--- src/hw/rtl/fnvh_pkg.sv ---
// ----------------------------------------------------------------------------
// fnvh_pkg
// Shared types, constants and helpers for the streaming FNV-1a name hash
// with its fmix64 finaliser.
// ----------------------------------------------------------------------------
package fnvh_pkg;

    // Hash constants
    localparam logic [63:0] FNV_BASIS = 64'hcbf29ce484222325;
    // FNV-64 prime is 2^40 + 0x1b3
    localparam int          FNV_SHL   = 40;
    localparam logic [8:0]  FNV_LO    = 9'h1b3;
    localparam logic [63:0] MIX_C1    = 64'hff51afd7ed558ccd;
    localparam logic [63:0] MIX_C2    = 64'hc4ceb9fe1a85ec53;
    localparam int          MIX_SH    = 33;

    // Output selection
    localparam int HASH_BITS = 40;
    localparam int OUT_W     = 40;
    localparam int OUT_SHIFT = (64 - HASH_BITS) % 64;

    // Queue between front and back
    localparam int Q_DEPTH = 4;
    localparam int Q_AW    = $clog2(Q_DEPTH);

    // Final running hash of one name, handed from front to back
    typedef struct packed {
        logic        vld;
        logic [63:0] hash;
    } t_hash_word;

    // One FNV-1a byte step: xor the byte, multiply by the prime modulo 2^64
    function automatic logic [63:0] fnv_step(input logic [63:0] h, input logic [7:0] b);
        logic [63:0] hx;
        logic [63:0] lo;
        hx = h ^ {56'd0, b};
        lo = 64'(hx * {55'd0, FNV_LO});
        return (hx << FNV_SHL) + lo;
    endfunction

    // Xor-shift step of fmix64
    function automatic logic [63:0] xsh(input logic [63:0] v);
        return v ^ (v >> MIX_SH);
    endfunction

endpackage

--- src/hw/rtl/fnvh_front.sv ---
// ----------------------------------------------------------------------------
// fnvh_front
// Accepts name bytes, keeps the running FNV-1a hash and hands the hash of
// each finished name to the queue.
// ----------------------------------------------------------------------------
module fnvh_front
    import fnvh_pkg::*;
(
    input  logic       i_clk,
    input  logic       i_rst_n,
    input  logic       i_accept,
    input  logic [7:0] i_data_byte,
    input  logic       i_byte_present,
    input  logic       i_last,
    output t_hash_word o_push
);

    logic [63:0] r_hash;
    logic [63:0] n_hash;
    logic [63:0] w_upd;

    // Hash the byte if one is carried
    assign w_upd = i_byte_present ? fnv_step(r_hash, i_data_byte) : r_hash;

    // Reload the basis after a last word, otherwise keep the updated hash
    always_comb begin
        n_hash = r_hash;
        if (i_accept) begin
            n_hash = i_last ? FNV_BASIS : w_upd;
        end
    end

    always_ff @(posedge i_clk) begin
        if (!i_rst_n) begin
            r_hash <= FNV_BASIS;
        end else begin
            r_hash <= n_hash;
        end
    end

    // Hand the finished hash on
    assign o_push.vld  = i_accept & i_last;
    assign o_push.hash = w_upd;

endmodule

--- src/hw/rtl/fnvh_queue.sv ---
// ----------------------------------------------------------------------------
// fnvh_queue
// Short register queue of finished running hashes between front and back.
// ----------------------------------------------------------------------------
module fnvh_queue
    import fnvh_pkg::*;
(
    input  logic        i_clk,
    input  logic        i_rst_n,
    input  t_hash_word  i_push,
    output logic        o_full,
    input  logic        i_rd,
    output logic        o_empty,
    output logic [63:0] o_rd_data
);

    logic [63:0]     r_mem [Q_DEPTH];
    logic [Q_AW-1:0] r_wptr;
    logic [Q_AW-1:0] r_rptr;
    logic [Q_AW:0]   r_cnt;
    logic            w_wr;
    logic            w_rd;

    assign o_full    = (r_cnt == (Q_AW+1)'(Q_DEPTH));
    assign o_empty   = (r_cnt == '0);
    assign o_rd_data = r_mem[r_rptr];
    assign w_wr      = i_push.vld & ~o_full;
    assign w_rd      = i_rd & ~o_empty;

    // Store the pushed word
    always_ff @(posedge i_clk) begin
        if (w_wr) begin
            r_mem[r_wptr] <= i_push.hash;
        end
    end

    // Advance pointers and count
    always_ff @(posedge i_clk) begin
        if (!i_rst_n) begin
            r_wptr <= '0;
            r_rptr <= '0;
            r_cnt  <= '0;
        end else begin
            if (w_wr) begin
                r_wptr <= r_wptr + 1'b1;
            end
            if (w_rd) begin
                r_rptr <= r_rptr + 1'b1;
            end
            if (w_wr && !w_rd) begin
                r_cnt <= r_cnt + 1'b1;
            end else if (w_rd && !w_wr) begin
                r_cnt <= r_cnt - 1'b1;
            end
        end
    end

endmodule

--- src/hw/rtl/fnvh_back.sv ---
// ----------------------------------------------------------------------------
// fnvh_back
// Runs fmix64 on each queued hash with one shared 32x32 multiplier and holds
// the result word until it is popped.
// ----------------------------------------------------------------------------
module fnvh_back
    import fnvh_pkg::*;
(
    input  logic             i_clk,
    input  logic             i_rst_n,
    input  logic             i_q_empty,
    input  logic [63:0]      i_q_data,
    output logic             o_q_rd,
    output logic             o_empty,
    input  logic             i_pop,
    output logic [OUT_W-1:0] o_hash_value
);

    localparam logic [1:0] S_IDLE = 2'd0;
    localparam logic [1:0] S_MUL  = 2'd1;
    localparam logic [1:0] S_DONE = 2'd2;

    localparam logic [1:0] PH_LL  = 2'd0;
    localparam logic [1:0] PH_LH  = 2'd1;
    localparam logic [1:0] PH_HL  = 2'd2;
    localparam logic [1:0] PH_SUM = 2'd3;

    logic [1:0]       r_state;
    logic [1:0]       r_phase;
    logic             r_round;
    logic [63:0]      r_k;
    logic [63:0]      r_prod;
    logic [63:0]      r_acc;
    logic [31:0]      r_cross;
    logic             r_out_vld;
    logic [OUT_W-1:0] r_out;

    logic [63:0]      w_c;
    logic [31:0]      w_ma;
    logic [31:0]      w_mb;
    logic [63:0]      n_prod;
    logic [63:0]      w_mul;
    logic [63:0]      w_shifted;
    logic             w_slot_free;

    // Pick constant and operand halves for the shared multiplier
    assign w_c = r_round ? MIX_C2 : MIX_C1;

    always_comb begin
        case (r_phase)
            PH_LL: begin
                w_ma = r_k[31:0];
                w_mb = w_c[31:0];
            end
            PH_LH: begin
                w_ma = r_k[31:0];
                w_mb = w_c[63:32];
            end
            PH_HL: begin
                w_ma = r_k[63:32];
                w_mb = w_c[31:0];
            end
            default: begin
                w_ma = '0;
                w_mb = '0;
            end
        endcase
    end

    assign n_prod = 64'(w_ma) * 64'(w_mb);

    // Low 64 bits of the full product from the three partial products
    assign w_mul = r_acc + {r_cross + r_prod[31:0], 32'd0};

    assign w_shifted   = r_k >> OUT_SHIFT;
    assign w_slot_free = ~r_out_vld | i_pop;
    assign o_q_rd      = (r_state == S_IDLE) & ~i_q_empty;

    // Register the partial product every cycle
    always_ff @(posedge i_clk) begin
        r_prod <= n_prod;
    end

    // Sequence the two multiply rounds
    always_ff @(posedge i_clk) begin
        if (!i_rst_n) begin
            r_state <= S_IDLE;
            r_phase <= PH_LL;
            r_round <= 1'b0;
        end else begin
            case (r_state)
                S_IDLE: begin
                    if (!i_q_empty) begin
                        r_state <= S_MUL;
                        r_phase <= PH_LL;
                        r_round <= 1'b0;
                    end
                end
                S_MUL: begin
                    r_phase <= r_phase + 1'b1;
                    if (r_phase == PH_SUM) begin
                        r_round <= 1'b1;
                        if (r_round) begin
                            r_state <= S_DONE;
                        end
                    end
                end
                S_DONE: begin
                    if (w_slot_free) begin
                        r_state <= S_IDLE;
                    end
                end
                default: begin
                    r_state <= S_IDLE;
                end
            endcase
        end
    end

    // Datapath: load, collect partial products, combine and xor-shift
    always_ff @(posedge i_clk) begin
        if (o_q_rd) begin
            r_k <= xsh(i_q_data);
        end
        if (r_state == S_MUL) begin
            case (r_phase)
                PH_LH: begin
                    r_acc <= r_prod;
                end
                PH_HL: begin
                    r_cross <= r_prod[31:0];
                end
                PH_SUM: begin
                    r_k <= xsh(w_mul);
                end
                default: begin
                end
            endcase
        end
    end

    // Hold the result word until popped
    always_ff @(posedge i_clk) begin
        if (!i_rst_n) begin
            r_out_vld <= 1'b0;
        end else if ((r_state == S_DONE) && w_slot_free) begin
            r_out_vld <= 1'b1;
        end else if (i_pop) begin
            r_out_vld <= 1'b0;
        end
    end

    always_ff @(posedge i_clk) begin
        if ((r_state == S_DONE) && w_slot_free) begin
            r_out <= w_shifted[OUT_W-1:0];
        end
    end

    assign o_empty      = ~r_out_vld;
    assign o_hash_value = r_out;

endmodule

--- src/hw/rtl/fnv1a64_fmix_hash40_core.sv ---
// ----------------------------------------------------------------------------
// fnv1a64_fmix_hash40_core
// Streaming name hash: FNV-1a 64 over the bytes, fmix64 on the last word.
// ----------------------------------------------------------------------------
// Input channel: a word (data_byte, byte_present, last) is taken at a rising
// edge with push high and full low. Bytes with byte_present low are not
// hashed; a word with last high closes the name (an empty name if no byte
// was seen) and yields one result. Other words yield nothing.
// Result channel: while empty is low the oldest hash is on o_hash_value; it
// is taken at a rising edge with pop high.
// Throughput: one input word per cycle into the front while full is low.
// Each name then passes through fmix64 in the back (load, two rounds of
// three partial products from a shared 32x32 multiplier plus a combine step,
// then write-out); the back takes no new hash until it has written one out.
// A four-entry queue of finished hashes sits between front and back; full
// rises when it fills and only then is input refused.
// A stalled receiver keeps its word; the back then waits and the queue fills.
// Reset (synchronous, active low) empties all queues and reloads the basis.
// ----------------------------------------------------------------------------
module fnv1a64_fmix_hash40_core
    import fnvh_pkg::*;
(
    input  logic             i_clk,
    input  logic             i_rst_n,
    input  logic             push,
    output logic             full,
    input  logic [7:0]       i_data_byte,
    input  logic             i_byte_present,
    input  logic             i_last,
    output logic             empty,
    input  logic             pop,
    output logic [OUT_W-1:0] o_hash_value
);

    t_hash_word  w_push;
    logic        w_q_empty;
    logic        w_q_rd;
    logic [63:0] w_q_data;
    logic        w_accept;

    assign w_accept = push & ~full;

    // Accept bytes and keep the running hash
    fnvh_front u_front (
        .i_clk          (i_clk),
        .i_rst_n        (i_rst_n),
        .i_accept       (w_accept),
        .i_data_byte    (i_data_byte),
        .i_byte_present (i_byte_present),
        .i_last         (i_last),
        .o_push         (w_push)
    );

    // Queue finished hashes
    fnvh_queue u_queue (
        .i_clk     (i_clk),
        .i_rst_n   (i_rst_n),
        .i_push    (w_push),
        .o_full    (full),
        .i_rd      (w_q_rd),
        .o_empty   (w_q_empty),
        .o_rd_data (w_q_data)
    );

    // Finalise and deliver
    fnvh_back u_back (
        .i_clk        (i_clk),
        .i_rst_n      (i_rst_n),
        .i_q_empty    (w_q_empty),
        .i_q_data     (w_q_data),
        .o_q_rd       (w_q_rd),
        .o_empty      (empty),
        .i_pop        (pop),
        .o_hash_value (o_hash_value)
    );

endmodule

--- config.mk ---
export PLATFORM = sky130hd
export DESIGN_NAME = fnv1a64_fmix_hash40_core
export DESIGN_NICKNAME = d
export VERILOG_FILES = /design/src/hw/rtl/fnvh_pkg.sv /design/src/hw/rtl/fnvh_front.sv /design/src/hw/rtl/fnvh_queue.sv /design/src/hw/rtl/fnvh_back.sv /design/src/hw/rtl/fnv1a64_fmix_hash40_core.sv
export SDC_FILE = /design/constraint.sdc
export NUM_CORES = 2
export LEC_CHECK = 0
export ABC_AREA = 0
export BUFFER_PORTS_ARGS = -buffer_cell sky130_fd_sc_hd__buf_2
export CORE_MARGIN = 2
export CORE_UTILIZATION = 50
export CTS_CLUSTER_DIAMETER = 40
export CTS_CLUSTER_SIZE = 14
export DETAILED_ROUTE_END_ITERATION = 16
export PLACE_DENSITY_LB_ADDON = 0.3
export SLEW_MARGIN = 15
export SYNTH_ARGS = -nofsm -noshare
export SYNTH_HDL_FRONTEND = slang
export SYNTH_HIERARCHICAL = 1
export SYNTH_SLANG_ARGS = --single-unit
--- constraint.sdc ---
create_clock -name i_clk -period 12.9 [get_ports i_clk]
set_input_delay 0 -clock i_clk [delete_from_list [all_inputs] [get_ports i_clk]]
set_output_delay 0 -clock i_clk [all_outputs]
set_load 0.005 [all_outputs]
==> results.json <==
{
  "ys_seq_area_share_pct": 23.8,
  "drt_wl_total_um": 212000,
  "cts_tree": "built",
  "timing.slew.headroom_pct": 20.2,
  "hold_depth": 5,
  "cts.reportedPaths.clkPinSlew_ns": 0.07,
  "first_pass_iters": 6,
  "ant_nets": 0,
  "timing.final.crit_share_pct": 88.1,
  "r2r_slack_ns": 1.53,
  "fin_skew_ns": 0.0170,
  "ys_warn_count": 6,
  "crit_top_cell": "fa_1",
  "async_reset_ff_share_pct": 0,
  "ys_seq_elements": 599,
  "vias_per_cell": 5.73,
  "synth_edf_count": 392,
  "place_inst": 8093,
  "crit_arrival_ns": 11.93,
  "post_cts.repair.setup_buffers": 0,
  "route.detailed.drc": 0,
  "cp_max_fo": 20,
  "rr_worst_depth": 31,
  "rsz0062_at_grt": "no",
  "final_cells": 8210,
  "setup_violations": 0,
  "dp_hpwl_um": 180000,
  "timing.hold.ws_ns": 0.157,
  "final_nets": 8022,
  "gp_congestion": 1.04,
  "final_common_cell": "inv_1",
  "avgSynthCellArea_sq_um": 10.4,
  "mostFrequentLayoutCells": "1429 x inv_1, 1009 x fa_1, 608 x ha_1, 420 x nand2_1, 392 x edfxtp_1",
  "critPathLaunchType": "register",
  "endpoint_kind": "register",
  "final_hold_viol_count": 0,
  "finalCriticalPeriod_ns": 11.37,
  "grt_overflow": 0,
  "clockBufferDepth": 3,
  "drive_above_1_share_pct": 5.87,
  "final_core_util_pct": 53.3,
  "drv_slew": 0,
  "drt_iter0_drc": 5005,
  "cts_resized": 0,
  "ios": 56,
  "design.die.area_sq_um": 137000,
  "clk_latency_ns": 0.63,
  "row_count": 134,
  "h-tree-depth": 2,
  "synth_cell_types": 93,
  "drt-wirelength-per-cell_um": 25.8,
  "netlist_area_sq_um": 66900,
  "crit_required_ns": 13.46,
  "cts_buffers": 58,
  "rr_endpoint": "u_back/r_prod[61]",
  "gr-usage-all-layers_pct": 31.4,
  "critPathMaxStageDelay_ns": 0.78,
  "hold_class": "in -> reg",
  "holdPathEnd": "u_front/r_hash[26]",
  "synthToLayoutAreaGrowth_pct": 5.95,
  "worstMarginPinSlew_ns": 1.20,
  "grt_max_degree": 68,
  "grt_pass1_vias": 47264,
  "fp.coreArea_sq_um": 133000,
  "grt_pass1_wl_um": 315000,
  "cts_root_buf": "clkbuf_16",
  "criticalPathCategory": "reg -> reg",
  "antenna_found_initial": 14,
  "syn_nets": 8056,
  "maxCapViolCount": 0,
  "ys.flop_type": "edfxtp_1",
  "yosysTopAreaCellShare_pct": 30.2,
  "dr_total_vias": 47022,
  "setup_tns_ns": 0,
  "synth_largest_area_cell": "fa_1",
  "max_freq_mhz": 88.0,
  "initial_utilization_pct": 50.3,
  "yosys-top-cells-area": "fa_1 30%, edfxtp_1 18%, ha_1 11%, inv_1 8.0%, dfxtp_1 6.2%",
  "outcome": "completed",
  "cpMaxStageDelayCell": "inv_1",
  "io_buffers": 55,
  "worstHoldStart": "push",
  "clkSinkCount": 599,
  "die_x_um": 370,
  "r2r-start": "u_back/r_phase[0]",
  "die_y_um": 370,
  "postSynthCellCount": 6424,
  "cts-hold-fix-buffers": 5
}
registers in the layout (all words and copies together) (netlist names), named ones only:
name and flops:
u_queue/r_mem 256, u_back/r_acc 64, u_back/r_k 64, u_back/r_prod 64, u_front/r_hash 64, u_back/o_hash_value 40
u_back/r_cross 32, u_queue/r_cnt 3, u_back/r_phase 2, u_back/r_state 2, u_queue/r_rptr 2, u_queue/r_wptr 2
u_back/r_out_vld 1, u_back/r_round 1
worst max-delay path by stage:
stage / startpoint / end / slack, ns / cells past startpoint
5_1_grt: u_back/r_phase[0] / u_back/r_prod[61] / 1.15 / 31
4_1_cts: u_back/r_phase[0] / u_back/r_prod[61] / 1.78 / 31
3_3_place_gp: u_back/r_phase[0] / u_back/r_prod[61] / 1.78 / 31
2_1_floorplan: u_back/r_phase[0] / u_back/r_prod[63] / 3.48 / 34
3_5_place_dp: u_back/r_phase[0] / u_back/r_prod[61] / 1.81 / 31
6_report: u_back/r_phase[0] / u_back/r_prod[61] / 1.53 / 31
stage by stage:
step                area [sq um]  setup slack [ns]
finish                     70900              1.53
CTS                        70900              1.78
detailed placement         68900              1.81
global route               70900              1.15
floorplan                  66900              3.48
global placement           68900              1.78
synth_stat cells (24+ instances only):
master	instances
nand3_1	57
a31oi_1	24
and3_1	28
o21ai_0	203
nor2_1	281
o21bai_1	41
clkbuf_1	154
xnor2_1	259
a22o_1	24
o21a_1	24
a21o_1	161
inv_1	1429
nand2_1	421
mux4_2	64
edfxtp_1	392
xor2_1	114
and2_1	37
nor2b_1	53
ha_1	609
dfxtp_1	207
mux2i_1	41
nand4_1	37
nor3_1	45
o211ai_1	48
or2_2	26
fa_1	1009
nand2b_1	42
mux2_2	47
or3_1	25
a21oi_1	253
cell families after synthesis:
| logic type | Yosys count | share of synthesized area [%] |
|---|---|---|
| AO/OA/AOI/OAI | 954 | 9.31 |
| XOR/XNOR | 374 | 4.92 |
| adder cells (fa/ha/maj) | 1621 | 41.6 |
| buffers and inverters | 1639 | 9.41 |
| flip-flops | 599 | 23.8 |
| multiplexers | 152 | 3.56 |
| AND/OR/NAND/NOR | 1085 | 7.41 |
layer usage:
layer	part of all wire [%]	GRT usage [%]
met1	45	48.6
met2	42	45.4
met3	9.2	5.30
met4	3.1	8.54
met5	0.022	0
critical path: cells and delay by family, from the launching register on:
family,cells,cell delay [ns]
adders and majority gates,10,4.29
and+or+nand+nor,8,2.63
buffers and inverters,6,1.86
AOI/OAI and AO/OA,6,1.69
DFF,1,0.66
xor gates and xnor gates,1,0.17
final cells by class:
cell class                      instances  area, sq um
Clock inverter                         19          214
Multi-Input combinational cell       4186        44800
Antenna cell                            2         5.00
Tap cell                             1768         2210
Timing Repair Buffer                  108          688
Fill cell                           11910        62200
Inverter                             1437         5390
Sequential cell                       599        15900
Clock buffer                           91         1700
Power is not shown: default switching activity piles up to over one toggle a cycle in this logic, so the estimate is an artifact.
